## src/sv/cvsb_pkg.sv

```systemverilog
`timescale 1ns / 1ps
`default_nettype none

package cvsb_pkg;

  // field widths
  localparam int RAW_W    = 16;
  localparam int OFF_W    = 12;
  localparam int LRES_W   = 8;
  localparam int CUR_W    = 21;
  localparam int TEMP_W   = 12;
  localparam int VOLT_W   = 16;
  localparam int TOTAL_W  = 21;
  localparam int CNT_W    = 5;
  localparam int MASK_W   = 25;
  localparam int SPREAD_W = 17;
  localparam int TICK_W   = 8;

  localparam int CFG_IDX_W  = 3;
  localparam int CFG_DATA_W = 25;

  localparam int CHANNELS_DEF = 25;
  localparam int STORE_DEPTH  = 25;
  localparam int JUMP_HOLD    = 5;

  localparam logic [VOLT_W-1:0] MIN_START = 16'd50000;
  localparam int SPREAD_LIMIT = 1000;
  localparam int JUMP_DELTA   = 200;
  localparam int ROUND_ADD    = 500;

  // current compensation: /10 then /1000 by reciprocal multiply plus one fix-up step
  localparam int PROD_W  = CUR_W + LRES_W;
  localparam int MAG_W   = PROD_W - 1;
  localparam int REC10_W = 22;
  localparam logic [REC10_W-1:0] REC10 = 22'd3355443;
  localparam int REC10_SH = 25;
  localparam int M1_W     = MAG_W + REC10_W;
  localparam int Q1_W     = M1_W - REC10_SH;
  localparam int Y_W      = Q1_W + 2;
  localparam int YMAG_W   = Q1_W;
  localparam int REC1K_W  = 25;
  localparam logic [REC1K_W-1:0] REC1K = 25'd17179869;
  localparam int REC1K_SH = 34;
  localparam int M2_W     = YMAG_W + REC1K_W;
  localparam int Q2_W     = M2_W - REC1K_SH;
  localparam int SUM_W    = RAW_W + 3;

  // reset values of the registers
  localparam logic [MASK_W-1:0] USED_MASK_RST  = 25'd1048575;
  localparam logic [CNT_W-1:0]  CELL_COUNT_RST = 5'd20;
  localparam logic [15:0]       OPEN_RST       = 16'd50;
  localparam logic [15:0]       CLOSE_RST      = 16'd20;
  localparam logic [15:0]       MIN_VOLT_RST   = 16'd3050;
  localparam logic [TEMP_W-1:0] TEMP_LIMIT_RST = 12'd600;

  typedef enum logic [CFG_IDX_W-1:0] {
    REG_USED_MASK  = 3'd0,
    REG_CELL_COUNT = 3'd1,
    REG_OPEN       = 3'd2,
    REG_CLOSE      = 3'd3,
    REG_MIN_VOLT   = 3'd4,
    REG_TEMP_LIMIT = 3'd5
  } cfg_reg_t;

  typedef struct packed {
    logic [MASK_W-1:0] used_cell_mask;
    logic [CNT_W-1:0]  cell_count;
    logic [15:0]       balance_open_spread;
    logic [15:0]       balance_close_spread;
    logic [15:0]       balance_min_volt;
    logic [TEMP_W-1:0] balance_temp_limit;
  } cfg_t;

  typedef enum logic [3:0] {
    S_IDLE,
    S_MAG,
    S_FIX,
    S_MUL2,
    S_VOLT,
    S_ACC,
    S_DLOAD,
    S_DIV,
    S_CMP_RD,
    S_CMP_EV,
    S_MAP,
    S_OUT
  } state_t;

  typedef struct packed {
    logic capture;
    logic mag;
    logic fix;
    logic mul2;
    logic volt;
    logic acc;
    logic dload;
    logic div_step;
    logic cmp_rd;
    logic cmp_ev;
    logic map_step;
    logic out_load;
  } cmd_t;

  typedef struct packed {
    logic last;
    logic div_last;
    logic sweep_last;
    logic out_free;
  } sts_t;

endpackage

`default_nettype wire

```

## src/sv/cvsb_ctrl.sv

```systemverilog
`timescale 1ns / 1ps
`default_nettype none

module cvsb_ctrl (
  input  wire logic          clk,
  input  wire logic          rst,
  input  wire logic          in_valid,
  output logic               in_ready,
  output cvsb_pkg::cmd_t     cmd,
  input  cvsb_pkg::sts_t     sts
);

  cvsb_pkg::state_t state;
  cvsb_pkg::state_t state_next;

  always_ff @(posedge clk) begin
    if (rst) begin
      state <= cvsb_pkg::S_IDLE;
    end else begin
      state <= state_next;
    end
  end

  always_comb begin
    state_next = state;
    cmd        = '0;
    in_ready   = 1'b0;
    case (state)
      cvsb_pkg::S_IDLE: begin
        in_ready = 1'b1;
        if (in_valid) begin
          cmd.capture = 1'b1;
          state_next  = cvsb_pkg::S_MAG;
        end
      end
      cvsb_pkg::S_MAG: begin
        cmd.mag    = 1'b1;
        state_next = cvsb_pkg::S_FIX;
      end
      cvsb_pkg::S_FIX: begin
        cmd.fix    = 1'b1;
        state_next = cvsb_pkg::S_MUL2;
      end
      cvsb_pkg::S_MUL2: begin
        cmd.mul2   = 1'b1;
        state_next = cvsb_pkg::S_VOLT;
      end
      cvsb_pkg::S_VOLT: begin
        cmd.volt   = 1'b1;
        state_next = cvsb_pkg::S_ACC;
      end
      cvsb_pkg::S_ACC: begin
        cmd.acc    = 1'b1;
        state_next = sts.last ? cvsb_pkg::S_DLOAD : cvsb_pkg::S_OUT;
      end
      cvsb_pkg::S_DLOAD: begin
        cmd.dload  = 1'b1;
        state_next = cvsb_pkg::S_DIV;
      end
      cvsb_pkg::S_DIV: begin
        cmd.div_step = 1'b1;
        if (sts.div_last) begin
          state_next = cvsb_pkg::S_CMP_RD;
        end
      end
      cvsb_pkg::S_CMP_RD: begin
        cmd.cmp_rd = 1'b1;
        state_next = cvsb_pkg::S_CMP_EV;
      end
      cvsb_pkg::S_CMP_EV: begin
        cmd.cmp_ev = 1'b1;
        state_next = sts.sweep_last ? cvsb_pkg::S_MAP : cvsb_pkg::S_CMP_RD;
      end
      cvsb_pkg::S_MAP: begin
        cmd.map_step = 1'b1;
        if (sts.sweep_last) begin
          state_next = cvsb_pkg::S_OUT;
        end
      end
      cvsb_pkg::S_OUT: begin
        if (sts.out_free) begin
          cmd.out_load = 1'b1;
          state_next   = cvsb_pkg::S_IDLE;
        end
      end
      default: begin
        state_next = cvsb_pkg::S_IDLE;
      end
    endcase
  end

endmodule

`default_nettype wire

```

## config.mk

```make
export PLATFORM = sky130hd
export DESIGN_NAME = cvsb_ctrl
export DESIGN_NICKNAME = d
export VERILOG_FILES = /design/src/sv/cvsb_pkg.sv /design/src/sv/cvsb_ctrl.sv
export SDC_FILE = /design/constraint.sdc
export NUM_CORES = 1
export LEC_CHECK = 0
export ABC_CLOCK_PERIOD_IN_PS = 2200
export BUFFER_PORTS_ARGS = -buffer_cell sky130_fd_sc_hd__buf_2
export CAP_MARGIN = 15
export CELL_PAD_IN_SITES_DETAIL_PLACEMENT = 1
export CELL_PAD_IN_SITES_GLOBAL_PLACEMENT = 1
export CORE_UTILIZATION = 30
export CTS_CLUSTER_DIAMETER = 60
export CTS_CLUSTER_SIZE = 10
export DETAILED_ROUTE_END_ITERATION = 10
export GPL_ROUTABILITY_DRIVEN = 0
export PLACE_DENSITY_LB_ADDON = 0.3
export REMOVE_ABC_BUFFERS = 1
export SETUP_SLACK_MARGIN = 0.4
export SLEW_MARGIN = 20
export SYNTH_ARGS = -nofsm -noshare
export SYNTH_HDL_FRONTEND = slang
export SYNTH_SLANG_ARGS = --single-unit
```

## constraint.sdc

```tcl
create_clock -name clk -period 2.2 [get_ports clk]
set_clock_uncertainty 0.05 [all_clocks]
set_input_delay 0.33 -clock clk [delete_from_list [all_inputs] [get_ports clk]]
set_output_delay 0.33 -clock clk [all_outputs]
set_load 0.02 [all_outputs]
```

==> results.toml, run 1 <==
[sta]
setup_viol = 0
hold_violations = 0
min_period_ps = 1670
finalSetupTns_ps = 0
maxSlewViolCount = 0
period_share_pct = 75.8
grt_setup_unrepaired = "false"
slew_headroom_pct = 79.7
clock.fmax_mhz = 599
worstMarginPinSlew_ps = 305

[clocking]
clkLatencyLatePin_ps = 240
clk_pin_slew_worst_paths_ps = 40
numCtsBuffers = 3
htree_levels = 1
clock_sinks = 4
cts_root_buf = "clkbuf_4"
postCtsSetupBuffers = 0
cts_tree = "done"
hold_buffers = 0
postCtsResizedCells = 3
cts_buffer_depth = 2

[job]
drv_cap = 0

[floorplanning]
die_w_um = 38.4
ios = 20
rows = 12
die_h_um = 38.4
initial_core_util_pct = 34.0
die-area_um2 = 1480
core-area_um2 = 1170

[worst_setup_path]
worst-endpoint-arrival_ps = 1290
r2r_end = "state[3]"
worstReg2RegStart = "state[0]"
cp_slowest_cell = "dfxtp_2"
cp-end-kind = "output pin"
crit_type = "reg2out"
path_cells = "nor4_1 -> and2_1 -> buf_2"
crit_fanout = 17
critical_path.startpoint = "state[3]"
r2r_cells = 4
critical_path.max_stage_delay_ps = 390
crit_required_ps = 1820
r2r_slack_ps = 630
startpoint_type = "register"

[cells_and_area]
top_register = "state"
instances_no_fill = 92
fin_nets = 87
reg_top3 = "state (4)"
final_cell_mix = "19 x buf_2, 8 x nor3_1, 6 x nand2_1, 6 x nor2_1, 5 x a21oi_1"
utilization_pct = 44.4
largest_reg_flops = 4
fin_area_um2 = 520
layout_commonest_cell = "buf_2"
n_antenna_cell = 0
drive_gt1_share_pct = 38.5
area_growth_pct = 30.8

[global_routing]
grt_pass1_wl_um = 2010
antenna_found_initial = 0
grt_start_max_net_pins = 18
grt_pass1_vias = 451
grt_usage_pct = 19.1
grt_overflow = 0

[drt]
first_iter_violations = 8
route.vias.total = 500
drc = 0
avgViaCountPerCell = 5.43
wirelength_um = 1190
post_drt_wl_per_cell_um = 12.9
drt-pass1-iter-count = 4
ant_nets = 0

[power]
p_leak_uw = 0.000227
finalPower_uw = 435
irDropWorstVdd_v = 0.000462
power_density_nw_per_um2 = 835

[synthesis]
syn_inst = 60
ys_ff_latch = 4
synth.area.mux_share_pct = 0
async_reset_ff_share_pct = 0
synth_flop_cell = "dfxtp_1"
synth_area_um2 = 398
synth_enable_flop_cells = 0
synth_top_family_by_area = "simple AND/OR/NAND/NOR gates"
yosys.area.top_type = "dfxtp_1"
synth_seq_area_share_pct = 20.1
synth_xor_area_share_pct = 0
synth_adder_area_share_pct = 0
avgSynthCellArea_um2 = 6.63
synth-simple-area-share_pct = 42.5
synth.top_cell.area_share_pct = 20.1
synth_compound_area_share_pct = 29.2
ys_top_cells_by_area = "dfxtp_1 20%, nor3_1 10%, a21oi_1 6.3%, nand2_1 5.7%, nor2_1 5.7%"
yosys.cell_types.count = 24
yosysWarningCount = 0

[placement]
portBuffers = 19
dpl.hpwl_um = 846
dp_cells = 89
placed_cell_area_um2 = 493

[outcome]
status = "complete, no violations"

[worst_hold_path]
hp-class = "in2reg"
min_from = "rst"
hold-path-endpoint = "state[3]"
hold_depth = 2
## how the worst max path moves through the flow
| stage | end | cells past startpoint |
|---|---|---|
| 6_report | cmd[11] | 3 |
| 3_3_place_gp | state[3] | 4 |
| 2_1_floorplan | cmd[11] | 2 |
| 4_1_cts | cmd[3] | 4 |
| 5_1_grt | cmd[10] | 3 |
| 3_5_place_dp | state[3] | 4 |
## worst max-delay path, delay by kind of cell (launching register included)
kind / cells / cell delay, ps
and+or+nand+nor: 2 / 500
DFF: 1 / 390
buffers and inverters: 1 / 150
## Yosys cell counts, types with 2 or more instances
library cell	count
nor3_1	8
nand2_1	6
nor2_1	6
a21oi_1	5
dfxtp_1	4
inv_1	4
o21ai_0	4
nand2b_1	3
a211o_1	2
a21oi_2	2
buf_2	2
clkbuf_1	2
## logic make-up after synthesis
group | after synthesis
buffers and inverters | 8
AND/OR/NAND/NOR | 31
AO/OA/AOI/OAI | 17
flip-flops | 4
## final cells by class
type | instances | area, um^2
Timing Repair Buffer | 19 | 95.1
Sequential cell | 4 | 85.1
Fill cell | 163 | 651
Tap cell | 14 | 17.5
Multi-Input combinational cell | 48 | 285
Inverter | 4 | 15.0
Clock buffer | 3 | 22.5
## per-stage QoR
stage	worst slack, ps	hold slack [ps]
floorplan	268	342
global placement	517	518
detailed placement	480	511
CTS	429	254
global route	446	266
finish	532	258
## power by group
| part | switching [uW] | internal [uW] |
|---|---|---|
| Sequential | 56.7 | 90.8 |
| Clock | 32.6 | 61.2 |
| Combinational | 119 | 74.6 |
| Total | 208 | 227 |
## metal layers
metal,track usage [%],part of all wire [%],up-vias
met5,0,0,-
met1,26.3,49,237
met2,28.4,47,12
met4,7.76,0,0
li1,-,-,251
met3,4.07,4.2,0
Power figures use the tool's default switching activity.
==> run 2, diff against run 1 <==
- ABC_AREA: not set -> 1
- ABC_CLOCK_PERIOD_IN_PS: 2200 -> 1350
- CORE_UTILIZATION: 30 -> 23
- clock period: 2.2 -> 1.35 ns (I/O delays scaled with it)
==> run 2 against run 1 <==
The flow now finishes with violations (setup timing). Critical path depth is 2 higher. Clock power increased by 62%. Global-route usage up 1.3 points. Critical path type unchanged.
==> results.toml, run 2 <==
[clocking]
numCtsBuffers = 3
clock_sinks = 4
htree_levels = 1
cts_tree = "done"
hold_buffers = 0
cts_root_buf = "clkbuf_4"
clk_pin_slew_worst_paths_ps = 40
cts_buffer_depth = 2
clkLatencyLatePin_ps = 240

[drt]
first_iter_violations = 12
ant_nets = 0
drc = 0
post_drt_wl_per_cell_um = 16.7
drt-pass1-iter-count = 4
wirelength_um = 2070
avgViaCountPerCell = 4.91
route.vias.total = 609

[global_routing]
grt_usage_pct = 20.3
grt_pass1_wl_um = 2710
grt_overflow = 0
grt_start_max_net_pins = 7
antenna_found_initial = 0
grt_pass1_vias = 568

[synthesis]
ys_ff_latch = 4
synth_flop_cell = "dfxtp_1"
synthTopCellsByCount = "17 x inv_1, 11 x nor2_1, 9 x nand2_1"
synth_enable_flop_cells = 0
yosys.cell_types.count = 14
async_reset_ff_share_pct = 0
yosysMostFrequentCell = "inv_1"
synth.top_cell.area_share_pct = 21.3
yosysWarningCount = 0
avgSynthCellArea_um2 = 5.36
yosys.area.top_type = "dfxtp_1"
syn_inst = 70
synth_area_um2 = 375
ys_top_cells_by_area = "dfxtp_1 21%, inv_1 17%, nor2_1 11%, nand3_1 11%, nand2_1 9.0%"
synth_seq_area_share_pct = 21.3

[placement]
dp_cells = 106
portBuffers = 19
dpl_worst_slack_ps = 71.3
dpl.hpwl_um = 931

[floorplanning]
core-area_um2 = 1520
die_w_um = 42.4
rows = 14
ios = 20
die_h_um = 42.4
initial_core_util_pct = 24.6
die-area_um2 = 1800

[worst_setup_path]
crit_required_ps = 1100
worstReg2RegStart = "state[3]"
crit_family = "flip-flops"
crit_type = "reg2out"
critPathBufInv = 3
critical_path.max_stage_delay_ps = 410
worst-endpoint-arrival_ps = 1260
startpoint_type = "register"
path_cells = "inv_4 -> nor2_4 -> inv_2 -> nor3_2 -> buf_4"
r2r_end = "state[3]"
cp_slowest_cell = "dfxtp_4"
cp-end-kind = "output pin"
r2r_cells = 9
r2r_slack_ps = -120
crit_fanout = 5

[sta]
min_period_ps = 1510
worstMarginPinSlew_ps = 361
slew_headroom_pct = 75.7
period_share_pct = 112
hold_violations = 0
clock.fmax_mhz = 662
layout_setup_ws_ps = -160
maxSlewViolCount = 0
grt_setup_unrepaired = "true"
holdWs_ps = 133
setup_viol = 15

[outcome]
status = "complete, but fails checks"
violations = "setup timing"

[cells_and_area]
final_cell_mix = "18 x buf_4, 11 x buf_6, 8 x nor2_4"
reg_top3 = "state (4)"
n_antenna_cell = 0
fill_cells = 199
instances_no_fill = 124
fin_nets = 117
drive_gt1_share_pct = 75.9
layout_commonest_cell = "buf_4"
area_growth_pct = 137
top_register = "state"
largest_reg_flops = 4

[worst_hold_path]
min_from = "rst"
hp-class = "in2reg"
hold-path-endpoint = "state[0]"
hold_depth = 2

[power]
irDropWorstVdd_v = 0.000361
power_density_nw_per_um2 = 886
p_leak_uw = 0.000458

[job]
drv_cap = 0
==> run 2: cell count changes after synthesis, moves of 5 or more <==
cell     change
inv_1       +13
nand3_1      +7
nor2_1       +5
nor3_1       -6
==> run 2: timing repair <==
action	4_1_cts	5_1_grt
endpoints found under the hold margin	0	0
gates resized for setup	64	22
pin swaps	8	14
buffers inserted	9	6
setup endpoints to repair	17	17
==> run 2: layer usage <==
metal | vias to the layer above | wire, um | track usage, % | share of wire, %
met2 | 14 | 1130 | 36.6 | 54
met1 | 295 | 867 | 24.7 | 42
met3 | 4 | 56 | 2.59 | 2.7
met5 | - | 0 | 0 | 0
li1 | 296 | - | - | -
met4 | 0 | 19 | 6.25 | 0.92
==> run 2: power by group <==
group | switching (uW) | internal, uW | leakage, uW | total, uW
combinational | 256 | 198 | 0.000409 | 455
sequential | 44.1 | 136 | 0.0000356 | 180
clock | 52.5 | 99.7 | 0.0000138 | 152
==> run 2: cells by family after synthesis <==
| group | after synthesis | synth area share, % |
|---|---|---|
| simple gates | 35 | 43.0 |
| buf+inv | 20 | 20.0 |
| compound gates | 11 | 15.7 |
| flops | 4 | 21.3 |
==> run 2: how the worst max path moves through the flow <==
stage | cells after the start | slack (ps) | to | start
final | 5 | -160 | cmd[0] | state[3]
after global routing | 5 | -200 | cmd[0] | state[3]
after CTS | 5 | -60 | cmd[0] | state[3]
after detailed placement | 5 | 70 | cmd[0] | state[3]
after global placement | 5 | 30 | cmd[0] | state[3]
after floorplan | 4 | 20 | cmd[0] | state[3]
==> run 2: layout make-up <==
type                            count  area (um^2)  share of cell area, %
Timing Repair Buffer               35          289                   32.5
Clock buffer                        3         22.5                   2.54
Tap cell                           16         20.0                   2.25
Multi-Input combinational cell     46          372                   41.8
Sequential cell                     4         95.1                   10.7
Inverter                           20         90.1                   10.1
==> run 2: per-stage QoR <==
step | total power, uW | cell area [um^2] | util (%) | TNS (ps)
floorplan | 309 | 375 | - | 0
global placement | 395 | 498 | 32.7 | 0
detailed placement | 391 | 498 | 32.7 | 0
CTS | 670 | 768 | 50.4 | -285
global route | 820 | 888 | 58.3 | -1530
finish | 787 | 888 | 58.3 | -916
